[src/rtl/drbm_pkg.sv]
`default_nettype none
// ----------------------------------------------------------------------------
// drbm_pkg: shared types and constants of the dirty tile bitmap
// Field widths, mode and register codes, payload structs and the
// command/status bundle between controller and datapath.
// ----------------------------------------------------------------------------
package drbm_pkg;

    localparam int PIX_W     = 13;
    localparam int TNUM_W    = 14;
    localparam int CFG_W     = 8;
    localparam int CFG_IDX_W = 2;

    localparam logic [1:0] MODE_CLEAR = 2'd0;
    localparam logic [1:0] MODE_MARK  = 2'd1;
    localparam logic [1:0] MODE_READ  = 2'd2;

    localparam logic [CFG_IDX_W-1:0] CFG_TILES_ACROSS = 2'd0;
    localparam logic [CFG_IDX_W-1:0] CFG_TILES_DOWN   = 2'd1;

    localparam logic [CFG_W-1:0] CFG_RESET_COUNT = 8'd128;

    typedef struct packed {
        logic [1:0]        mode;
        logic [PIX_W-1:0]  rect_left;
        logic [PIX_W-1:0]  rect_top;
        logic [PIX_W-1:0]  rect_width;
        logic [PIX_W-1:0]  rect_height;
        logic [PIX_W-1:0]  area_left;
        logic [PIX_W-1:0]  area_top;
        logic [TNUM_W-1:0] tile_number;
    } t_in;

    typedef struct packed {
        logic       tile_dirty;
        logic [1:0] done_mode;
    } t_out;

    typedef struct packed {
        logic       capture;
        logic       span;
        logic       mul;
        logic [1:0] mul_sel;
        logic       clip;
        logic       clr_setup;
        logic       row_rd;
        logic       row_wr;
        logic       div_start;
        logic       flag_rd;
        logic       load_out;
    } t_cmd;

    typedef struct packed {
        logic skip;
        logic last_row;
        logic div_done;
    } t_status;

endpackage
`default_nettype wire

[src/rtl/drbm_ctrl.sv]
`default_nettype none
// ----------------------------------------------------------------------------
// drbm_ctrl: sequencer of the dirty tile bitmap
// Steps each transaction through span, scaling, clipping, row
// read-modify-write or the tile number division, and owns the output valid.
// ----------------------------------------------------------------------------
module drbm_ctrl (
    input  wire logic              i_clk,
    input  wire logic              i_rst_n,
    input  wire logic              i_in_valid,
    input  wire logic [1:0]        i_in_mode,
    output logic                   o_in_ready,
    output logic                   o_out_valid,
    input  wire logic              i_out_ready,
    input  wire drbm_pkg::t_status i_status,
    output drbm_pkg::t_cmd         o_cmd
);

    localparam logic [3:0] ST_IDLE     = 4'd0;
    localparam logic [3:0] ST_SPAN     = 4'd1;
    localparam logic [3:0] ST_MUL      = 4'd2;
    localparam logic [3:0] ST_CLIP     = 4'd3;
    localparam logic [3:0] ST_CLR      = 4'd4;
    localparam logic [3:0] ST_ROW_RD   = 4'd5;
    localparam logic [3:0] ST_ROW_WR   = 4'd6;
    localparam logic [3:0] ST_DIV_GO   = 4'd7;
    localparam logic [3:0] ST_DIV_WAIT = 4'd8;
    localparam logic [3:0] ST_FLAG_RD  = 4'd9;
    localparam logic [3:0] ST_DONE     = 4'd10;

    logic [3:0] r_state, n_state;
    logic [1:0] r_sel, n_sel;
    logic       r_out_valid, n_out_valid;

    always_comb begin
        n_state     = r_state;
        n_sel       = r_sel;
        n_out_valid = r_out_valid;
        o_cmd       = '0;
        if (r_out_valid && i_out_ready) begin
            n_out_valid = 1'b0;
        end
        case (r_state)
            ST_IDLE: begin
                if (i_in_valid) begin
                    o_cmd.capture = 1'b1;
                    case (i_in_mode)
                        drbm_pkg::MODE_CLEAR: n_state = ST_CLR;
                        drbm_pkg::MODE_MARK:  n_state = ST_SPAN;
                        drbm_pkg::MODE_READ:  n_state = ST_DIV_GO;
                        default:              n_state = ST_DONE;
                    endcase
                end
            end
            ST_SPAN: begin
                o_cmd.span = 1'b1;
                n_sel      = 2'd0;
                n_state    = ST_MUL;
            end
            ST_MUL: begin
                o_cmd.mul     = 1'b1;
                o_cmd.mul_sel = r_sel;
                n_sel         = r_sel + 2'd1;
                if (r_sel == 2'd3) begin
                    n_state = ST_CLIP;
                end
            end
            ST_CLIP: begin
                o_cmd.clip = 1'b1;
                n_state    = ST_ROW_RD;
            end
            ST_CLR: begin
                o_cmd.clr_setup = 1'b1;
                n_state         = ST_ROW_RD;
            end
            ST_ROW_RD: begin
                // drop rectangles that are empty or fall outside the grid
                if (i_status.skip) begin
                    n_state = ST_DONE;
                end else begin
                    o_cmd.row_rd = 1'b1;
                    n_state      = ST_ROW_WR;
                end
            end
            ST_ROW_WR: begin
                o_cmd.row_wr = 1'b1;
                n_state      = i_status.last_row ? ST_DONE : ST_ROW_RD;
            end
            ST_DIV_GO: begin
                o_cmd.div_start = 1'b1;
                n_state         = ST_DIV_WAIT;
            end
            ST_DIV_WAIT: begin
                if (i_status.div_done) begin
                    n_state = ST_FLAG_RD;
                end
            end
            ST_FLAG_RD: begin
                o_cmd.flag_rd = 1'b1;
                n_state       = ST_DONE;
            end
            ST_DONE: begin
                // hold until the output register is free
                if (!r_out_valid || i_out_ready) begin
                    o_cmd.load_out = 1'b1;
                    n_out_valid    = 1'b1;
                    n_state        = ST_IDLE;
                end
            end
            default: begin
                n_state = ST_IDLE;
            end
        endcase
    end

    always_ff @(posedge i_clk) begin
        if (!i_rst_n) begin
            r_state     <= ST_IDLE;
            r_sel       <= 2'd0;
            r_out_valid <= 1'b0;
        end else begin
            r_state     <= n_state;
            r_sel       <= n_sel;
            r_out_valid <= n_out_valid;
        end
    end

    assign o_in_ready  = (r_state == ST_IDLE);
    assign o_out_valid = r_out_valid;

endmodule
`default_nettype wire

[config.mk]
export PLATFORM = sky130hd
export DESIGN_NAME = drbm_ctrl
export DESIGN_NICKNAME = d
export VERILOG_FILES = /design/src/rtl/drbm_pkg.sv /design/src/rtl/drbm_ctrl.sv
export SDC_FILE = /design/constraint.sdc
export NUM_CORES = 1
export LEC_CHECK = 0
export ABC_AREA = 1
export ABC_CLOCK_PERIOD_IN_PS = 1400
export BUFFER_PORTS_ARGS = -buffer_cell sky130_fd_sc_hd__buf_2
export CAP_MARGIN = 15
export CORE_UTILIZATION = 40
export DETAILED_ROUTE_END_ITERATION = 8
export GPL_ROUTABILITY_DRIVEN = 0
export HOLD_SLACK_MARGIN = 0.12
export PLACE_DENSITY = 0.68
export SYNTH_ARGS = -nofsm -noshare
export SYNTH_HDL_FRONTEND = slang
export SYNTH_SLANG_ARGS = --single-unit
[constraint.sdc]
create_clock -name i_clk -period 1.4 [get_ports i_clk]
set_clock_uncertainty 0.05 [all_clocks]
set_input_delay 0.14 -clock i_clk [delete_from_list [all_inputs] [get_ports i_clk]]
set_output_delay 0.14 -clock i_clk [all_outputs]
set_load 0.005 [all_outputs]
### Word level (Yosys, flattened, before mapping)

Cells that the tools add are included.
W data, S select, Z words.

| word-level totals | value |
|---|---|
| bits of input ports | 9 |
| register bits after elaboration | 7 |
| output and inout bits | 14 |
| word-level logic and storage cells | 54 |

| operators by class | value |
|---|---|
| reduce and logical (&&, ||, !) cells | 8 |
| muxes and demuxes | 25 |
| add/sub/neg operators | 1 |
| eq/ne operators | 17 |

Operators with widths:

| operator | number |
|---|---|
| $pmux W4 S10 | 1 |
| $mux W4 | 6 |
| $eq A4 B3 Y1 const B | 4 |
| $mux W1 | 15 |
| $eq A4 B4 Y1 const B | 3 |
| $pmux W4 S3 | 1 |
| $eq A4 B2 Y1 const B | 2 |
| $ne A2 B2 Y1 const B | 4 |
| $eq A2 B2 Y1 const B | 2 |
| $eq A4 B1 Y1 const B | 1 |
| $logic_not A4 Y1 | 1 |
| $pmux W2 S2 | 1 |
| $reduce_and A4 Y1 | 1 |
| $mux W3 | 1 |
| $add A2 B1 Y2 const B | 1 |
| $eq A2 B1 Y1 const B | 1 |
| $logic_not A2 Y1 | 1 |
| $reduce_bool A2 Y1 | 1 |
| $reduce_or A2 Y1 | 1 |
| $logic_and A1 B1 Y1 | 1 |
| $logic_not A1 Y1 | 1 |
| $logic_or A1 B1 Y1 | 1 |

### Longest topological paths before layout

Gate-level depths: netlist of run 1.

| depth | value |
|---|---|
| word-level depth | 4 |
| mapped depth | 10 |
| depth with buffers taken out | 10 |

### Worst setup path after synthesis of run 1

No wires, ideal clock.

| path | value |
|---|---|
| kind | reg-to-reg |
| start point | register r_state[1] |
| end point | register r_state[0] |
| library setup time | 117 ps |
| slack | 209 ps |
| arrival time | 1,023 ps |
| buffers on the path | 0 |
| data required time | 1,233 ps |
| clock period less this slack | 1,191 ps |
| stages on the path, launching flop included | 7 |
| cell sequence | dfxtp_1 -> nor2_1 -> and2_2 -> nor3_1 -> nand2_1 -> nand2_1 -> nor2_1 |

| between the ends | value |
|---|---|
| cells in the longest elaborated chain, start to end | 3 |

RTL lines:

| what | line | RTL |
|---|---|---|
| start, declared | drbm_ctrl.sv:31 | `logic [3:0] r_state, n_state;` |
| start signal, assigned | drbm_ctrl.sv:122 | `r_state <= n_state;` |
| $eq A4 B3 Y1 (tied with other cells) | drbm_ctrl.sv:43 | `case (r_state)` |
| $reduce_or A2 Y1 (no source line) / $ne A2 B2 Y1 (equally long branches) | -- |  |
| $pmux W4 S10 / $reduce_and A4 Y1 (equally long branches) | -- |  |

Several ways; a longest one is shown, not always the timed one.
A chain may end at the register's enable or synchronous reset.

==> flow_metrics.py, run 1 <==
metrics = {
    "finish": {
        "mostFrequentLayoutCells": "nand2_1 (22), buf_2 (22), inv_1 (18), nor2_1 (17)",
        "multiInputGateArea_um2": 424,
        "drive_gt1_frac": 0.404,
        "nets": 150,
        "syn2layout_area_growth_pct": 47.2,
        "fillers": 131,
        "diodes": 0,
        "final_cells": 151,
        "register_area_um2": 150,
        "final_core_util": 0.646,
    },
    "critical_path": {
        "critPathArrivalTime_ps": 1160,
        "worst-path-buf-inv": 2,
        "cp_slowest_cell": "dfxtp_4",
        "critical_path_class": "reg -> out",
        "crit_chain": "inv_2 -> nor2_4 -> nand2_2 -> nor2_2 -> buf_2",
        "start_kind": "flip-flop",
        "crit_family": "flip-flops",
        "cpPeakStageDelay_ps": 390,
        "r2r_setup_slack_ps": 110,
        "cp_max_fo": 4,
        "required_ps": 1210,
        "crit_path_end_kind": "output port",
    },
    "place": {
        "place_inst": 144,
        "port_buffers": 22,
        "dp.final_hpwl_um": 1140,
    },
    "grt": {
        "grt_pass1_wl_um": 2290,
        "track_usage": 0.218,
        "grtUsageMet1": 0.282,
        "grt.overflow.total": 0,
        "grt-busiest-layer": "met2",
        "grt_antenna_before_repair": 0,
        "grt_max_degree": 7,
        "met2_usage": 0.339,
        "grt_pass1_vias": 582,
        "grt_use_met3": 0.0667,
    },
    "die": {
        "die-area_um2": 1600,
        "io_pins": 23,
        "die_h_um": 40.0,
        "core_um2": 1320,
        "start_util": 0.439,
        "fp-row-count": 13,
        "die-width_um": 40.0,
    },
    "logic_synthesis": {
        "synth_top_family_by_area": "simple AND/OR/NAND/NOR gates",
        "synth_xor_area_frac": 0,
        "syn_nets": 119,
        "synthMuxAreaShare": 0,
        "synth-adder-area-share": 0.0866,
        "synth_compound_area_frac": 0.0693,
        "syn_area_per_cell_um2": 5.45,
        "ys_seq_area_frac": 0.242,
        "syn_area_um2": 578,
        "synth_simple_gate_area_share": 0.452,
        "ys_seq_elements": 7,
        "synthCells": 106,
        "synth_cell_type_count": 12,
        "yosysWarnings": 0,
    },
    "drt": {
        "drt-vias-per-instance": 4.66,
        "wirelength_um": 1520,
        "drt_iter0_markers": 15,
        "dr.pass1.iters": 4,
        "ant_nets": 0,
        "drc": 0,
        "vias": 703,
        "wire_per_inst_um": 10.1,
    },
    "clock_network": {
        "cts_max_level": 1,
        "clock-sinks": 7,
        "cts-root-buf": "clkbuf_4",
        "cts_tree": "yes",
        "cts_buffers": 3,
        "clkTransAtPathRegs_ps": 60,
        "clockBufferDepth": 2,
        "insertion_delay_ps": 260,
    },
    "power": {
        "p_leak_nw": 0.506,
        "pwr_density_cell_nw_per_um2": 1720,
        "finalPower_w": 0.00146,
        "irDropWorstVdd_v": 0.00111,
    },
    "sta": {
        "holdWs_ps": 155,
        "max_slew_margin": 0.872,
        "min_period_ps": 1350,
        "clock.fmax_mhz": 743,
        "final_max_slew_viol_count": 0,
        "setup_viol": 0,
        "tns_ps": 0,
        "tightestPinTransition_ps": 192,
        "rsz0062_at_grt": "true",
        "fin_crit_sh": 0.962,
        "hold_viol": 0,
    },
    "min_path": {
        "hold_path_class": "in -> reg",
    },
    "outcome": {
        "outcome": "completed",
    },
    "flow_run": {
        "drv_cap": 0,
    },
}
-- report_power, final --
part | total [W] | switching (W) | internal [W]
registers | 0.000379 | 0.000106 | 0.000273
logic | 0.000896 | 0.000535 | 0.000361
clock network | 0.000189 | 0.0000804 | 0.000109
-- state kept, by name, summed over array words and instances (netlist names) --
| name | count |
|---|---|
| r_state | 4 |
| o_out_valid | 1 |
| r_sel | 2 |
-- per-layer routing --
| layer | part of all wire | vias to the layer above |
|---|---|---|
| met5 | 0 | - |
| met4 | 0.012 | 0 |
| met3 | 0.037 | 4 |
| met2 | 0.48 | 12 |
| met1 | 0.47 | 309 |
| li1 | - | 378 |
-- worst register-to-register path, cell delays in order, from the launching register on --
cell	delay, ps
dfxtp_4	380
nor2_4	180
buf_4	140
nand3_1	60
nand2_1	110
nor2_2	70
a21oi_1	150
nor2_1	50
-- synthesized netlist by cell type, drive strengths merged --
| cell type | count | area (µm²) |
|---|---|---|
| dfxtp | 7 | 140 |
| nand3 | 5 | 25.0 |
| a21oi | 5 | 25.0 |
| nand4 | 1 | 6.26 |
| o21ai | 3 | 15.0 |
| nor3 | 3 | 15.0 |
| nor2 | 26 | 103 |
| ha | 4 | 50.1 |
| inv | 23 | 86.3 |
| nand2 | 28 | 105 |
| and2 | 1 | 7.51 |
-- what timing repair did --
| item | CTS | global route |
|---|---|---|
| hold buffers | 1 | 0 |
| pin swaps | 0 | 3 |
| gates resized for setup | 10 | 23 |
| buffers inserted | 0 | 2 |
| setup endpoints to repair | 8 | 15 |
| hold endpoints to repair | 1 | 0 |
-- final timing paths --
kind,to,from,depth (start not counted)
hold reg to reg,r_sel[1],r_sel[1],2
setup / recovery,o_cmd[4],r_state[0],5
hold / removal,o_out_valid,i_out_ready,4
setup reg to reg,r_state[1],r_state[1],7
-- layout make-up --
class / instances / share of cell area
Multi-Input combinational cell: 76 / 0.499
Inverter: 23 / 0.104
Sequential cell: 7 / 0.176
Timing Repair Buffer: 26 / 0.168
Tap cell: 15 / 0.0221
Clock buffer: 4 / 0.0309
-- kinds of logic after synthesis --
| kind of cell | Yosys count |
|---|---|
| AO/OA/AOI/OAI | 8 |
| buffers and inverters | 23 |
| flip-flops | 7 |
| adder cells (fa/ha/maj) | 4 |
| AND/OR/NAND/NOR | 64 |
-- per-stage QoR --
step / area, µm² / setup slack, ps
final: 851 / 53.3
after global routing: 851 / -14.7
after CTS: 776 / -1.29
after detailed placement: 714 / 7.82
after global placement: 714 / 4.93
after floorplan: 578 / 209
Note: power is estimated with default switching activity, not from simulation.
==> run 2, diff against run 1 <==
--- a/config.mk
+++ b/config.mk
@@ -5,7 +5,6 @@
 export SDC_FILE = /design/constraint.sdc
 export NUM_CORES = 1
 export LEC_CHECK = 0
-export ABC_AREA = 1
 export ABC_CLOCK_PERIOD_IN_PS = 1400
 export BUFFER_PORTS_ARGS = -buffer_cell sky130_fd_sc_hd__buf_2
 export CAP_MARGIN = 15
@@ -13,7 +12,7 @@
 export DETAILED_ROUTE_END_ITERATION = 8
 export GPL_ROUTABILITY_DRIVEN = 0
 export HOLD_SLACK_MARGIN = 0.12
-export PLACE_DENSITY = 0.68
+export PLACE_DENSITY = 0.66
 export SYNTH_ARGS = -nofsm -noshare
 export SYNTH_HDL_FRONTEND = slang
 export SYNTH_SLANG_ARGS = --single-unit
==> run 2 against run 1 <==
The run now ends with negative setup slack left. Count of clock-buffer cells in the layout did not move. Fmax shrank 19%. Synthesized cell count down 15%. Worst setup slack got worse by 320 ps. Sequential share of layout area decreased by 3.1 points. Wire length rose by 24%. Core utilization up 0.78 points. Via count increased by 9.5%. Non-clock buffer count grew 11. Sequential power down 11%. Critical endpoint is now o_cmd[11]. Largest power group unchanged.
==> flow_metrics.py, run 2 <==
metrics = {
    "outcome": {
        "outcome": "finished with violations",
        "violations": "negative setup slack",
    },
    "logic_synthesis": {
        "yosysTopAreaCellShare": 0.212,
        "synth_xor_area_frac": 0,
        "ys_seq_elements": 7,
        "yosysWarnings": 0,
        "synth-adder-area-share": 0.0756,
        "syn_nets": 103,
        "ys_seq_area_frac": 0.212,
        "ys_top_cells_by_count": "dfxtp_1 (7), nor2_1 (7), nor3_1 (7), inv_1 (6)",
        "synth_cell_type_count": 36,
        "synth_compound_area_frac": 0.219,
        "synthTopCellsByArea": "dfxtp_1 (21%), ha_1 (7.6%), nor3_1 (5.3%)",
        "ys.flop_type": "dfxtp_1",
        "synthMuxAreaShare": 0.0151,
        "synth_top_family_by_area": "simple AND/OR/NAND/NOR gates",
        "syn_area_per_cell_um2": 7.35,
        "synth-edff-count": 0,
        "async_reset_ff_frac": 0,
        "syn_area_um2": 662,
        "synthCells": 90,
        "yosysTopAreaCell": "dfxtp_1",
        "synth_simple_gate_area_share": 0.388,
    },
    "drt": {
        "dr.pass1.iters": 4,
        "ant_nets": 0,
        "wire_per_inst_um": 13.5,
        "drt_iter0_markers": 11,
        "drc": 0,
        "vias": 770,
        "drt-vias-per-instance": 5.50,
        "wirelength_um": 1890,
    },
    "finish": {
        "multiInputGateArea_um2": 533,
        "largest_reg_flops": 4,
        "fillers": 128,
        "diodes": 0,
        "regMostFlops": "r_state",
        "drive_gt1_frac": 0.500,
        "nets": 138,
        "final_core_util": 0.654,
        "final_area_um2": 996,
        "register_area_um2": 145,
        "mostFrequentLayoutCells": "buf_2 (21), buf_4 (10), nor2_1 (6), inv_1 (5), buf_6 (5)",
        "final_common_cell": "buf_2",
        "syn2layout_area_growth_pct": 50.5,
    },
    "critical_path": {
        "critPathLaunch": "r_state[2]",
        "critPathArrivalTime_ps": 1480,
        "worstReg2RegStart": "r_state[2]",
        "endpoint": "o_cmd[11]",
        "critical_path_class": "reg -> out",
        "worst-path-buf-inv": 3,
        "timing.rr.end": "r_state[0]",
        "crit_family": "simple AND/OR/NAND/NOR gates",
        "r2r_setup_slack_ps": -120,
        "start_kind": "flip-flop",
        "crit_path_end_kind": "output port",
        "cp_slowest_cell": "or4_4",
        "cp_num_cells": 5,
        "cpPeakStageDelay_ps": 530,
        "required_ps": 1210,
        "cp_max_fo": 2,
        "crit_chain": "or4_4 -> buf_6 -> inv_4 -> and2_1 -> buf_2",
        "r2r_cells": 4,
    },
    "min_path": {
        "hp-start": "i_status[0]",
        "hold_path_class": "in -> reg",
    },
    "grt": {
        "grt.overflow.total": 0,
        "grt_pass1_vias": 687,
        "grt_max_degree": 18,
        "grt_antenna_before_repair": 0,
        "track_usage": 0.216,
        "grt_pass1_wl_um": 3020,
    },
    "flow_run": {
        "drv_cap": 0,
    },
    "sta": {
        "final_max_slew_viol_count": 0,
        "min_period_ps": 1670,
        "clock.fmax_mhz": 599,
        "rsz0062_at_grt": "true",
        "fin_crit_sh": 1.19,
        "setup_viol": 11,
        "max_slew_margin": 0.802,
        "hold_viol": 0,
        "tightestPinTransition_ps": 296,
        "setup_ws_ps": -269,
    },
    "clock_network": {
        "cts-root-buf": "clkbuf_4",
        "clockBufferDepth": 2,
        "cts_buffers": 3,
        "clock-sinks": 7,
        "cts_tree": "yes",
        "insertion_delay_ps": 260,
        "clkTransAtPathRegs_ps": 50,
        "cts_max_level": 1,
    },
    "die": {
        "die_h_um": 42.7,
        "start_util": 0.434,
        "fp-row-count": 14,
        "die-width_um": 42.7,
        "core_um2": 1520,
        "io_pins": 23,
        "die-area_um2": 1820,
    },
    "power": {
        "p_leak_nw": 0.497,
        "irDropWorstVdd_v": 0.00104,
        "pwr_density_cell_nw_per_um2": 2260,
    },
    "place": {
        "dp.final_hpwl_um": 1280,
        "port_buffers": 22,
        "place_area_um2": 822,
    },
}
## run 2: changes by cell type after synthesis, moves of 3 or more
cell	previous run	this run
nand2_1	28	3
inv_1	23	6
nor2_1	24	7
and3_1	0	5
nand2b_1	0	5
and2_1	0	4
nor3_1	3	7
buf_2	0	3
clkbuf_1	0	3
nor2b_1	0	3
## run 2: layout make-up
class,instances,share of cell area
well taps,16,0.0201
multi-input cells,70,0.535
flip-flops and latches,7,0.146
repair buffers,37,0.247
inverters,6,0.0251
clock buffers,4,0.0264
## run 2: logic make-up (layout without fill, tap and decap cells)
| family | Yosys count | in the layout |
|---|---|---|
| flops | 7 | 7 |
| mux | 1 | 1 |
| simple gates | 45 | 45 |
| buf+inv | 13 | 47 |
| compound gates | 20 | 20 |
| fa+ha+maj | 4 | 4 |
## run 2: stage by stage
step	instances	hold slack, ps	setup WS, ps	TNS [ps]	total power (W)
after floorplan	90	207	-215	-492	0.00119
after global placement	130	383	-105	-206	0.00157
after detailed placement	130	387	-114	-239	0.00158
after CTS	139	158	-258	-1120	0.00195
after global routing	140	183	-314	-1920	0.00243
final	140	161	-269	-1220	0.00225
## run 2: how the worst min path moves through the flow
stage | endpoint | slack (ps) | cells past startpoint
after floorplan | r_sel[0] | 210 | 1
after global placement | r_sel[0] | 380 | 2
after detailed placement | r_sel[0] | 390 | 2
after CTS | r_state[3] | 160 | 4
after global routing | r_state[3] | 180 | 4
final | r_state[3] | 160 | 4
## run 2: power by group
group / switching (W) / internal [W]
sequential: 0.0000511 / 0.000285
clock: 0.0000833 / 0.000109
combinational: 0.000804 / 0.000918
total: 0.000938 / 0.00131
## run 2: tightest hold or removal path: stages
cell and delay (ps):
buf_2 90, mux2i_1 60, nand3_1 90, a21oi_2 50
## run 2: layer usage
metal / wire length [µm] / track usage
met5: 0 / 0
met4: 13 / 0.0625
met3: 67 / 0.0511
met2: 951 / 0.336
met1: 861 / 0.295
## run 2: repair_timing
| action | 4_1_cts | 5_1_grt |
|---|---|---|
| endpoints found under the hold margin | 2 | 0 |
| pin swaps | 5 | 2 |
| gates cloned | 0 | 0 |
| hold buffers | 1 | 0 |
| setup buffers | 4 | 1 |
| resized for setup | 10 | 17 |
| setup endpoints to repair | 13 | 18 |
==> run 3, diff against run 2 <==
==> constraint.sdc (replaced) <==
create_clock -name i_clk -period 1.4 [get_ports i_clk]
set_clock_uncertainty 0.05 [all_clocks]
set_input_delay 0.28 -clock i_clk [delete_from_list [all_inputs] [get_ports i_clk]]
set_output_delay 0.28 -clock i_clk [all_outputs]
set_load 0.005 [all_outputs]
==> run 3 against run 2 <==
The run still ends with negative setup slack left. Via count rose by 12%. Sequential power up 5%. Fmax fell by 3.6%. First-iteration DRC count is 130% higher. Wire length rose by 19%. Worst setup slack got worse by 62 ps. Combinational power increased by 16%. Hold slack gained 80 ps. Critical path type unchanged. Sequential share of layout area down 2.0 points. Global-route usage is 4.9 points higher. Cell count increased by 9.3%.
==> flow_metrics.py, run 3 (same netlist as run 2, synthesis figures left out) <==
metrics = {
    "power": {
        "irDropWorstVdd_v": 0.00132,
        "p_leak_nw": 0.595,
        "pwr_density_cell_nw_per_um2": 2210,
    },
    "drt": {
        "drc": 0,
        "dr.pass1.iters": 4,
        "drt-vias-per-instance": 5.63,
        "drt_iter0_markers": 25,
        "vias": 861,
        "wirelength_um": 2260,
        "wire_per_inst_um": 14.7,
        "ant_nets": 0,
    },
    "clock_network": {
        "clkTransAtPathRegs_ps": 60,
        "insertion_delay_ps": 270,
        "cts_max_level": 1,
        "cts_buffers": 3,
        "clockBufferDepth": 2,
        "cts_tree": "yes",
        "cts-root-buf": "clkbuf_4",
        "clock-sinks": 7,
    },
    "critical_path": {
        "cp_max_fo": 2,
        "start_kind": "flip-flop",
        "critical_path_class": "reg -> out",
        "required_ps": 1070,
        "crit_path_end_kind": "output port",
        "critPathLaunch": "r_state[2]",
        "worstReg2RegStart": "r_state[2]",
        "critPathArrivalTime_ps": 1400,
    },
    "sta": {
        "min_period_ps": 1730,
        "tightestPinTransition_ps": 275,
        "setup_ws_ps": -331,
        "max_slew_margin": 0.816,
        "fin_crit_sh": 1.24,
        "setup_viol": 16,
        "rsz0062_at_grt": "true",
        "holdWs_ps": 241,
        "hold_viol": 0,
        "final_max_slew_viol_count": 0,
        "clock.fmax_mhz": 578,
    },
    "die": {
        "core_um2": 1520,
        "start_util": 0.434,
        "die-area_um2": 1820,
        "die-width_um": 42.7,
        "io_pins": 23,
        "die_h_um": 42.7,
        "fp-row-count": 14,
    },
    "min_path": {
        "hold_path_class": "in -> reg",
        "hp-start": "i_rst_n",
    },
    "place": {
        "dp.final_hpwl_um": 1370,
        "port_buffers": 22,
        "place_area_um2": 867,
    },
    "grt": {
        "grt_pass1_vias": 799,
        "track_usage": 0.266,
        "grt_pass1_wl_um": 3610,
        "grt_max_degree": 18,
        "grt_antenna_before_repair": 0,
        "grt.overflow.total": 0,
    },
    "flow_run": {
        "drv_cap": 0,
    },
    "outcome": {
        "violations": "negative setup slack",
        "outcome": "finished with violations",
    },
    "finish": {
        "final_area_um2": 1160,
        "final_common_cell": "buf_2",
        "diodes": 0,
        "drive_gt1_frac": 0.584,
        "nets": 151,
        "mostFrequentLayoutCells": "buf_2 (22), buf_4 (16), buf_6 (11), nor2_1 (6)",
        "regMostFlops": "r_state",
        "largest_reg_flops": 4,
        "syn2layout_area_growth_pct": 74.9,
        "fillers": 113,
    },
}
## run 3: per-stage QoR
stage | setup TNS (ps) | util | setup WS [ps] | instances | total power, W
floorplan | -579 | - | -215 | 90 | 0.00119
global placement | -330 | 0.569 | -113 | 136 | 0.00158
detailed placement | -399 | 0.569 | -146 | 136 | 0.00160
CTS | -3140 | 0.697 | -320 | 149 | 0.00225
global route | -3920 | 0.759 | -363 | 153 | 0.00271
finish | -3190 | 0.759 | -331 | 153 | 0.00255
## run 3: critical path, stage by stage, from the launching register on
cell and delay (ps):
dfxtp_2 320, or4_4 540, inv_2 70, and2_1 100, buf_2 100
## run 3: cell type report
class | instances | area [µm²] | share of cell area
timing repair buffer | 50 | 369 | 0.319
inverter | 6 | 22.5 | 0.0195
tap | 16 | 20.0 | 0.0173
sequential | 7 | 145 | 0.125
clock buffer | 4 | 26.3 | 0.0227
multi-input combinational | 70 | 574 | 0.496
## run 3: metal layers
layer / up-vias / global-route usage / wire length, µm
li1: 413 / - / -
met1: 420 / 0.346 / 963
met2: 21 / 0.424 / 1120
met3: 7 / 0.0681 / 107
met4: 0 / 0.0875 / 63
met5: - / 0 / 0
## run 3: power by group
part | leakage, nW | switching [W] | total, W | internal (W)
Combinational | 0.522 | 0.000919 | 0.00199 | 0.00107
Sequential | 0.0588 | 0.0000682 | 0.000353 | 0.000285
Clock | 0.0150 | 0.0000949 | 0.000205 | 0.000110
Total | 0.595 | 0.00108 | 0.00255 | 0.00147
## run 3: worst paths after layout
check                 to  slack (ps)  cells after the start
max reg2reg   r_state[0]        -300                      5
max            o_cmd[11]        -330                      4
min reg2reg  o_out_valid         520                      2
min           r_state[2]         240                      2
## run 3: what timing repair did
| action | in CTS | in global routing |
|---|---|---|
| resized for setup | 28 | 15 |
| hold buffers | 0 | 0 |
| pin swaps | 6 | 5 |
| setup endpoints to repair | 16 | 18 |
| gates cloned | 1 | 0 |
| buffers inserted | 8 | 4 |
